`src/weighted_cluster_head_election_defines.svh`:
```
// Assertion macros for the RTL file that carries checks.
`ifndef WEIGHTED_CLUSTER_HEAD_ELECTION_DEFINES_SVH
`define WEIGHTED_CLUSTER_HEAD_ELECTION_DEFINES_SVH

// A condition that must hold at every clock edge outside reset.
`define WCHE_ASSERT_ALWAYS(lbl, clk, rstn, cond) \
    lbl: assert property (@(posedge clk) disable iff (!rstn) (cond)) \
        else $error("invariant violated");

// An antecedent that must be met by a consequent in the same cycle.
`define WCHE_ASSERT_IMPL(lbl, clk, rstn, ante, cons) \
    lbl: assert property (@(posedge clk) disable iff (!rstn) (ante) |-> (cons)) \
        else $error("implication violated");

`endif

```
`src/wche_pkg.sv`:
```
package wche_pkg;

    localparam int ADDR_W = 32;
    localparam int WT_W   = 16;
    localparam int DEG_W  = 9;

    // Input kinds.
    localparam logic [2:0] K_HELLO = 3'd0;
    localparam logic [2:0] K_ANN   = 3'd1;
    localparam logic [2:0] K_JREQ  = 3'd2;
    localparam logic [2:0] K_JREP  = 3'd3;
    localparam logic [2:0] K_ELEC  = 3'd4;
    localparam logic [2:0] K_HTICK = 3'd5;
    localparam logic [2:0] K_TTICK = 3'd6;

    // Output actions.
    localparam logic [2:0] A_NONE  = 3'd0;
    localparam logic [2:0] A_HELLO = 3'd1;
    localparam logic [2:0] A_ANN   = 3'd2;
    localparam logic [2:0] A_JOIN  = 3'd3;
    localparam logic [2:0] A_REPLY = 3'd4;

    // Configuration register indexes.
    localparam logic [2:0] CFG_MY_ADDR = 3'd0;
    localparam logic [2:0] CFG_TIMEOUT = 3'd1;
    localparam logic [2:0] CFG_DW      = 3'd2;
    localparam logic [2:0] CFG_TW      = 3'd3;
    localparam logic [2:0] CFG_MW      = 3'd4;
    localparam logic [2:0] CFG_BW      = 3'd5;

    localparam logic [ADDR_W-1:0] BCAST = '1;

    typedef struct packed {
        logic [DEG_W-1:0] degree;
        logic [9:0]       speed;
        logic [8:0]       battery;
        logic [11:0]      dw;
        logic [11:0]      tw;
        logic [11:0]      mw;
        logic [11:0]      bw;
    } t_wgt_req;

endpackage

```
`src/wche_weight.sv`:
```
module wche_weight (
    input  logic                      i_clk,
    input  logic                      i_rst_n,
    input  logic                      i_start,
    input  wche_pkg::t_wgt_req        i_req,
    output logic                      o_done,
    output logic signed [15:0]        o_weight
);

    localparam int AW = 30;
    localparam int NW = 22;
    localparam int ROUND = 640;
    localparam int DIV_BIAS = 5 * (1 << 18);
    localparam int QBIAS = 1 << 18;
    // Reciprocal of five scaled by 2^25, rounded up.
    localparam logic [22:0] RECIP5 = 23'd6710887;

    localparam logic [2:0] W_IDLE = 3'd0;
    localparam logic [2:0] W_MUL  = 3'd1;
    localparam logic [2:0] W_ADD  = 3'd2;
    localparam logic [2:0] W_PREP = 3'd3;
    localparam logic [2:0] W_DIV  = 3'd4;
    localparam logic [2:0] W_FIN  = 3'd5;

    logic [2:0]           r_state;
    logic [1:0]           r_step;
    wche_pkg::t_wgt_req   r_req;
    logic signed [23:0]   r_prod;
    logic signed [AW-1:0] r_acc;
    logic [NW-1:0]        r_num;
    logic signed [15:0]   r_wt;
    logic                 r_done;

    logic [9:0]           spd_c;
    logic signed [12:0]   mul_a;
    logic signed [10:0]   mul_b;
    logic signed [23:0]   mul_p;
    logic signed [AW-1:0] p_ext;
    logic signed [AW-1:0] addend;
    logic signed [AW-1:0] acc_sh;
    logic [44:0]          quo_p;
    logic signed [NW:0]   q_c;

    assign spd_c = (r_req.speed > 10'd160) ? 10'd160 : r_req.speed;

    // One multiplier serves the degree, mobility and battery terms in turn.
    always_comb begin
        case (r_step)
            2'd0: begin
                mul_a = $signed({1'b0, r_req.dw});
                mul_b = 11'sd10 - $signed({2'b00, r_req.degree});
            end
            2'd1: begin
                mul_a = $signed({1'b0, r_req.mw});
                mul_b = $signed({1'b0, spd_c});
            end
            default: begin
                mul_a = $signed({1'b0, r_req.bw});
                mul_b = 11'sd256 - $signed({2'b00, r_req.battery});
            end
        endcase
    end

    assign mul_p = mul_a * mul_b;
    assign p_ext = {{(AW-24){r_prod[23]}}, r_prod};

    always_comb begin
        case (r_step)
            2'd0:    addend = p_ext <<< 7;
            2'd1:    addend = p_ext <<< 3;
            default: addend = (p_ext <<< 2) + p_ext;
        endcase
    end

    assign acc_sh = (r_acc >>> 8) + AW'(DIV_BIAS);
    // The product's upper bits are the exact floor of the dividend over five.
    assign quo_p  = r_num * RECIP5;
    assign q_c    = $signed({1'b0, r_num}) - (NW+1)'(QBIAS);

    always_ff @(posedge i_clk) begin
        if (!i_rst_n) begin
            r_state <= W_IDLE;
            r_done  <= 1'b0;
            r_step  <= 2'd0;
        end else begin
            r_done <= 1'b0;
            unique case (r_state)
                W_IDLE: begin
                    if (i_start) begin
                        r_req   <= i_req;
                        r_step  <= 2'd0;
                        r_acc   <= $signed({8'b0, i_req.tw, 10'b0})
                                 + $signed({10'b0, i_req.tw, 8'b0}) + AW'(ROUND);
                        r_state <= W_MUL;
                    end
                end
                W_MUL: begin
                    r_prod  <= mul_p;
                    r_state <= W_ADD;
                end
                W_ADD: begin
                    r_acc <= r_acc + addend;
                    if (r_step == 2'd2) begin
                        r_state <= W_PREP;
                    end else begin
                        r_step  <= r_step + 2'd1;
                        r_state <= W_MUL;
                    end
                end
                W_PREP: begin
                    // Floor by 256 is the shift; the bias keeps the dividend positive.
                    r_num   <= acc_sh[NW-1:0];
                    r_state <= W_DIV;
                end
                W_DIV: begin
                    // Floor division by five as a multiply by its scaled reciprocal.
                    r_num   <= {2'b00, quo_p[44:25]};
                    r_state <= W_FIN;
                end
                W_FIN: begin
                    if (q_c > (NW+1)'(32767)) begin
                        r_wt <= 16'sh7fff;
                    end else if (q_c < -(NW+1)'(32768)) begin
                        r_wt <= 16'sh8000;
                    end else begin
                        r_wt <= q_c[15:0];
                    end
                    r_done  <= 1'b1;
                    r_state <= W_IDLE;
                end
                default: r_state <= W_IDLE;
            endcase
        end
    end

    assign o_done   = r_done;
    assign o_weight = r_wt;

endmodule

```
`config.mk`:
```
export PLATFORM = sky130hd
export DESIGN_NAME = wche_weight
export DESIGN_NICKNAME = d
export VERILOG_FILES = /design/src/weighted_cluster_head_election_defines.svh /design/src/wche_pkg.sv /design/src/wche_weight.sv
export SDC_FILE = /design/constraint.sdc
export NUM_CORES = 1
export LEC_CHECK = 0
export BUFFER_PORTS_ARGS = -buffer_cell sky130_fd_sc_hd__buf_2
export CORE_MARGIN = 2
export CORE_UTILIZATION = 60
export CTS_BUF_LIST = sky130_fd_sc_hd__clkbuf_4 sky130_fd_sc_hd__clkbuf_8
export CTS_CLUSTER_DIAMETER = 100
export CTS_CLUSTER_SIZE = 8
export DETAILED_ROUTE_END_ITERATION = 10
export GPL_ROUTABILITY_DRIVEN = 0
export HOLD_SLACK_MARGIN = 0.12
export PLACE_DENSITY_LB_ADDON = 0.1
export RECOVER_POWER = 50
export SYNTH_ARGS = -nofsm -noshare
export SYNTH_HDL_FRONTEND = slang
export SYNTH_SLANG_ARGS = --single-unit
export TNS_END_PERCENT = 30
```
`constraint.sdc`:
```
create_clock -name i_clk -period 8.4 [get_ports i_clk]
set_input_delay 2.52 -clock i_clk [delete_from_list [all_inputs] [get_ports i_clk]]
set_output_delay 2.52 -clock i_clk [all_outputs]
set_load 0.05 [all_outputs]
```
==> results.cfg, run 1 <==
[route]
num_vias = 15800
drtIter0Drc = 1132
avgViaCountPerCell = 5.81
dr.pass1.iters = 5
wl_per_cell_microns = 18.8
antenna_left = 0
wirelength_microns = 51100
drc = 0

[cells_and_area]
layout.cells.non_filler = 2711
syn2layout_area_growth_pct = 6.89
multi_input_area_sq_mm = 0.0147
regArea_sq_mm = 0.00480
drive_gt1_frac = 0.0767
fillCellCount = 2910
antennaDiodeCount = 0
nNetsFinal = 2888

[clock_tree]
tritoncts = done
cts.clk_slew.worst_paths_ns = 0.11
post-cts-setup-buffer-count = 0
cts_resized = 0
cts.sinks = 162
cts_buffer_depth = 2
clk_latency_ns = 0.52
cts_buffers = 17
clock-root-buffer = clkbuf_8
hold_buffers = 0
h-tree-depth = 4

[logic_synthesis]
synth_seq_cells = 162
netlist_area_sq_mm = 0.0211
yosysUniqueCellTypes = 68
yosysTopAreaCellShare = 0.223
syn_area_per_cell_sq_um = 9.80
ys.flop_type = edfxtp_1
synth_top_area_cell = fa_1
synth_most_common_cell = inv_1
synthArstFlopShare = 0
syn_nets = 2797
seq_area_frac_synth = 0.228
ys_warn_count = 0
synthCells = 2152
ys_top_cells_by_count = 383 x inv_1, 331 x ha_1, 235 x fa_1
synth.area.top_cells = fa_1 22%, edfxtp_1 22%, ha_1 20%
synth_edf_count = 156

[pwr]
p_leak_nw = 11.0
power_mw = 6.87
p_int_mw = 3.55
peakVddDrop_uv = 373
swShare = 0.484
seqPwrFrac = 0.177
powerDensity_mw_per_mm2 = 305
switchingPower_mw = 3.32
combPwrFrac = 0.733
power_frac_clock = 0.090

[setup_path]
reg2reg_depth = 25
path_buf_inv = 4
crit_cells = 25
critical_path.max_stage_delay_ns = 0.96
endpoint_kind = flip-flop
rrSetupSlack_ns = 0.64
r2r-end = r_prod[20]
cp-start-kind = flip-flop
worstSetupStartpoint = r_step[1]
worstPathMaxFanout = 22
crit_family = adder cells
critical_path_class = flip-flop to flip-flop
crit_arrival_ns = 8.01
r2r-start = r_step[1]
crit_path_end = r_prod[20]
required_ns = 8.66
cp_slowest_cell = nor2_2

[sta]
finClkSkew_ns = 0.0194
slew_headroom = -0.261
period_minus_slack_ns = 7.76
hold_viol = 0
grt_setup_unrepaired = false
holdWs_ns = 0.556
worst_pin_slew_ns = 1.88
maxSlewViolCount = 90
fmax_ghz = 0.129
fin_crit_sh = 0.924
fin_ws_ns = 0.640
tns_ns = 0
finalSetupViolCount = 0

[floorplan]
start_util = 0.611
io_pins = 96
rows = 68
fp.dieArea_sq_mm = 0.0367
die_w_microns = 191
core_sq_mm = 0.0345
die_h_microns = 191

[run_status]
violations = max-capacitance violations, max-slew violations
outcome = complete, but fails checks

[place]
numPortBuffers = 95
placed_cells = 2679
post-place-ws_ns = 0.723
dp_hpwl_microns = 42800

[flow_run]
cap_violations = 4

[grt]
grt_pass1_vias = 16300
grt_first_pass_wirelength_microns = 82700
antenna_found_initial = 1
grt.overflow.total = 0
grt_max_degree = 65
grt_use_total = 0.293

[min_path]
hold_class = flip-flop to flip-flop
[power by group through the flow]
stage                     Sequential, mW  Combinational, mW  Clock [mW]
after global placement              1.23               4.87           0
after floorplan                     1.19               3.93           0
after detailed placement            1.23               4.97           0
after global routing                1.22               5.70       0.660
final                               1.22               5.03       0.620
after CTS                           1.21               5.00       0.635
[placed cells by master, fill, tap and decap left out, types with 14 or more instances in the layout]
master | netlist | final
o21a_1 | 23 | 23
a21o_1 | 64 | 64
clkbuf_8 | 0 | 17
inv_1 | 383 | 383
nor2_1 | 149 | 147
a21oi_1 | 95 | 94
buf_2 | 0 | 92
edfxtp_1 | 156 | 156
a31oi_1 | 14 | 14
and3_1 | 14 | 14
nor2b_1 | 15 | 15
a22oi_1 | 27 | 27
buf_4 | 0 | 15
nand2_1 | 165 | 165
nand3_1 | 24 | 24
o21ai_0 | 98 | 98
ha_1 | 331 | 330
fa_1 | 235 | 235
xor2_1 | 38 | 38
xnor2_1 | 57 | 57
nor3_1 | 28 | 28
[per-stage QoR]
step,instance area [sq um],util
5_1_grt,22500,0.653
4_1_cts,22600,0.653
6_report,22500,0.653
2_1_floorplan,21100,-
3_3_place_gp,22200,0.641
3_5_place_dp,22200,0.641
[worst register-to-register path: stages (launching register included)]
cell and delay, ns:
dfxtp_1 0.38, inv_1 0.08, ha_1 0.50, nor2_2 0.97
a32oi_1 0.26, nand2_1 0.37, inv_1 0.20, nor2_1 0.20
fa_1 0.42, ha_1 0.20, inv_1 0.07, fa_1 0.42
fa_1 0.50, inv_1 0.06, fa_1 0.47, ha_1 0.34
nor2b_1 0.14, o21ai_0 0.22, a21boi_0 0.16, o21ai_0 0.25
a21boi_0 0.20, o21ai_0 0.25, a31oi_1 0.16, o22ai_1 0.33
mux2i_1 0.26, nand4_1 0.09
[area by class of cell]
class / instances / share of cell area
clock inverter: 15 / 0.00816
inverter: 383 / 0.0638
tap: 455 / 0.0252
clock buffer: 17 / 0.0104
multi-input combinational: 1566 / 0.653
timing repair buffer: 113 / 0.0264
sequential: 162 / 0.213
[how the worst min path moves through the flow]
stage | startpoint | endpoint | slack (ns) | cells past startpoint
after floorplan | r_step[1] | r_step[1] | 0.50 | 2
after global placement | r_step[0] | r_step[0] | 0.52 | 2
after detailed placement | r_step[0] | r_step[0] | 0.54 | 2
after CTS | r_step[0] | r_step[0] | 0.56 | 2
after global routing | r_step[0] | r_step[0] | 0.62 | 2
final | r_step[0] | r_step[0] | 0.56 | 2
[cells by family after synthesis]
family	count (synthesis)	synth area share
flops	162	0.228
buf+inv	424	0.0755
simple gates	474	0.102
fa+ha+maj	566	0.419
xor+xnor	95	0.0394
compound gates	424	0.133
mux	7	0.00368
[state kept, by name, indices dropped and copies added (netlist names)]
| register | count |
|---|---|
| r_req | 64 |
| r_acc | 30 |
| r_prod | 24 |
| r_num | 22 |
| o_weight | 16 |
| r_state | 3 |
| r_step | 2 |
| o_done | 1 |
[routing by layer]
metal  GRT usage  up-vias  part of all wire
li1            -     7461                 -
met1       0.364     7655              0.41
met2       0.505      504              0.49
met3      0.0463      134             0.051
met4       0.125        0             0.044
met5           0        -                 0
(Power assumes the default switching activity.)
==> run 2: changes to the inputs <==
- ABC_AREA: unset -> 1
==> results.cfg, run 2 <==
[run_status]
outcome = complete, but fails checks
violations = max-capacitance violations, max-slew violations

[logic_synthesis]
synth.area.top_cells = fa_1 20%, edfxtp_1 20%, ha_1 18%
synth-simple-area-share = 0.193
synth-compound-area-share = 0.104
syn_nets = 3529
yosysTopAreaCellShare = 0.202
synth_most_common_cell = nand2_1
synth_seq_cells = 162
yosysUniqueCellTypes = 57
seq_area_frac_synth = 0.207
ys_top_cells_by_count = 590 x nand2_1, 584 x inv_1, 331 x ha_1
synthArstFlopShare = 0
syn_area_per_cell_sq_um = 8.07
ys_warn_count = 0
synth_xor_area_frac = 0.0147
netlist_area_sq_mm = 0.0233
synth_edf_count = 156
synth_adder_area_share = 0.380
synth.area.mux_share = 0
synthCells = 2884
ys.flop_type = edfxtp_1
synth_top_area_cell = fa_1
synth_top_family_by_area = adder cells

[route]
dr.pass1.iters = 7
drtIter0Drc = 1772
num_vias = 20200
wirelength_microns = 65700
avgViaCountPerCell = 5.74
wl_per_cell_microns = 18.7
antenna_left = 0
drc = 0

[cells_and_area]
reg_top3 = r_req (64), r_acc (30), r_prod (24)
layout_commonest_cell = nand2_1
postLayoutCellArea_sq_mm = 0.0247
largest_reg_flops = 64
regMostFlops = r_req
nNetsFinal = 3625
drive_gt1_frac = 0.0591
layout_common_cells = 590 x nand2_1, 585 x inv_1, 331 x ha_1
fillCellCount = 3374
antennaDiodeCount = 0
syn2layout_area_growth_pct = 6.22

[setup_path]
reg2reg_depth = 24
worstPathMaxFanout = 27
cp_slowest_cell = inv_1
crit_chain = inv_1 -> ha_1 -> nor2_1 -> inv_1 -> a21oi_1 -> o21ai_0 -> nand2_1 -> inv_2 -> nor2_1 -> fa_1 -> fa_1 -> fa_1 -> fa_1 -> inv_1 -> fa_1 -> inv_1 -> ha_1 -> a21oi_1 -> o21ai_0 -> a21oi_1 -> nand2_1 -> nand2_1 -> nand3_1 -> xor2_1
crit_arrival_ns = 7.57
rrSetupSlack_ns = 1.14
cp-start-kind = flip-flop
crit_path_end = r_prod[22]
r2r-start = r_step[0]
critical_path.max_stage_delay_ns = 0.67
r2r-end = r_prod[22]
cp_common_cell = fa_1
required_ns = 8.71
critical_path_class = flip-flop to flip-flop
endpoint_kind = flip-flop
worstSetupStartpoint = r_step[0]

[clock_tree]
cts.sinks = 162
cts_resized = 0
clock-root-buffer = clkbuf_8
post-cts-setup-buffer-count = 0
tritoncts = done
hold_buffers = 0
cts_buffers = 17
cts_buffer_depth = 2
cts.clk_slew.worst_paths_ns = 0.13
clk_latency_ns = 0.53
h-tree-depth = 4

[sta]
hold_viol = 0
fmax_ghz = 0.138
slew_headroom = -0.240
tns_ns = 0
maxSlewViolCount = 54
finClkSkew_ns = 0.0244
period_minus_slack_ns = 7.26
grt_setup_unrepaired = false
finalSetupViolCount = 0
worst_pin_slew_ns = 1.86
fin_crit_sh = 0.865

[place]
place_area_sq_mm = 0.0243
numPortBuffers = 95
dp_hpwl_microns = 54900

[floorplan]
rows = 72
die_h_microns = 201
die_w_microns = 201
fp.dieArea_sq_mm = 0.0404
core_sq_mm = 0.0385
start_util = 0.605
io_pins = 96

[grt]
grt_use_total = 0.332
grt.overflow.total = 0
grt_max_degree = 65
antenna_found_initial = 1
grt_pass1_vias = 19900
grt_first_pass_wirelength_microns = 104000

[min_path]
hold_class = flip-flop to flip-flop

[flow_run]
cap_violations = 2
==> run 2: cell count changes after synthesis, sizes merged, moves of 18 or more <==
cell | before | now
a21oi | 98 | 199
a21o | 64 | 13
o21ai | 98 | 135
a22oi | 27 | 0
nand3 | 24 | 121
inv | 383 | 589
o21a | 23 | 5
xnor2 | 57 | 18
nand2 | 165 | 593
clkbuf | 38 | 9
nor2 | 149 | 273
==> run 2: layer usage <==
metal,wire [microns],global-route usage,vias to the layer above
li1,-,-,9479
met1,25300,0.415,9523
met2,31700,0.558,935
met3,4940,0.0479,214
met4,3760,0.181,2
met5,13,0,-
==> run 2: kinds of logic (layout without fill, tap and decap cells) <==
family,after synthesis,count (layout)
buffers and inverters,619,728
AO/OA/AOI/OAI,418,418
AND/OR/NAND/NOR,1080,1080
adder cells (fa/ha/maj),566,566
flip-flops,162,162
XOR/XNOR,39,39
==> run 2: final cells by class <==
cell class | count | area, sq um | area share
multi-input combinational | 2103 | 16100 | 0.650
sequential | 162 | 4800 | 0.194
inverter | 590 | 2210 | 0.0896
tap | 518 | 648 | 0.0262
timing repair buffer | 106 | 541 | 0.0219
clock buffer | 17 | 234 | 0.00947
clock inverter | 15 | 201 | 0.00815
==> run 2: worst min path at each step <==
stage          slack [ns]  cells past startpoint    endpoint        from
2_1_floorplan        0.48                      2   r_step[1]   r_step[1]
3_5_place_dp         0.53                      2   r_step[1]   r_step[1]
5_1_grt              0.58                      2  r_state[2]  r_state[1]
6_report             0.55                      2   r_step[1]   r_step[1]
4_1_cts              0.55                      2   r_step[1]   r_step[1]
3_3_place_gp         0.50                      2   r_step[1]   r_step[1]
==> run 2: stage by stage <==
step / hold slack [ns] / std cells / setup slack, ns / utilization
after floorplan: 0.482 / 2884 / 0.698 / -
after global placement: 0.498 / 3479 / 1.81 / 0.632
after detailed placement: 0.534 / 3479 / 1.71 / 0.632
after CTS: 0.555 / 3511 / 1.70 / 0.644
after global routing: 0.582 / 3511 / 0.693 / 0.642
final: 0.552 / 3511 / 1.14 / 0.642
==> run 2: critical path: cells and delay by family (launching register included) <==
family | cells | cell delay (ns)
AO/OA/AOI/OAI | 5 | 0.94
buffers and inverters | 5 | 1.02
AND/OR/NAND/NOR | 6 | 1.27
flip-flops | 1 | 0.36
XOR/XNOR | 1 | 0.15
adder cells (fa/ha/maj) | 7 | 3.26
Power of run 2 is not shown: default switching activity piles up to over one toggle a cycle in this logic, so the estimate is an artifact.
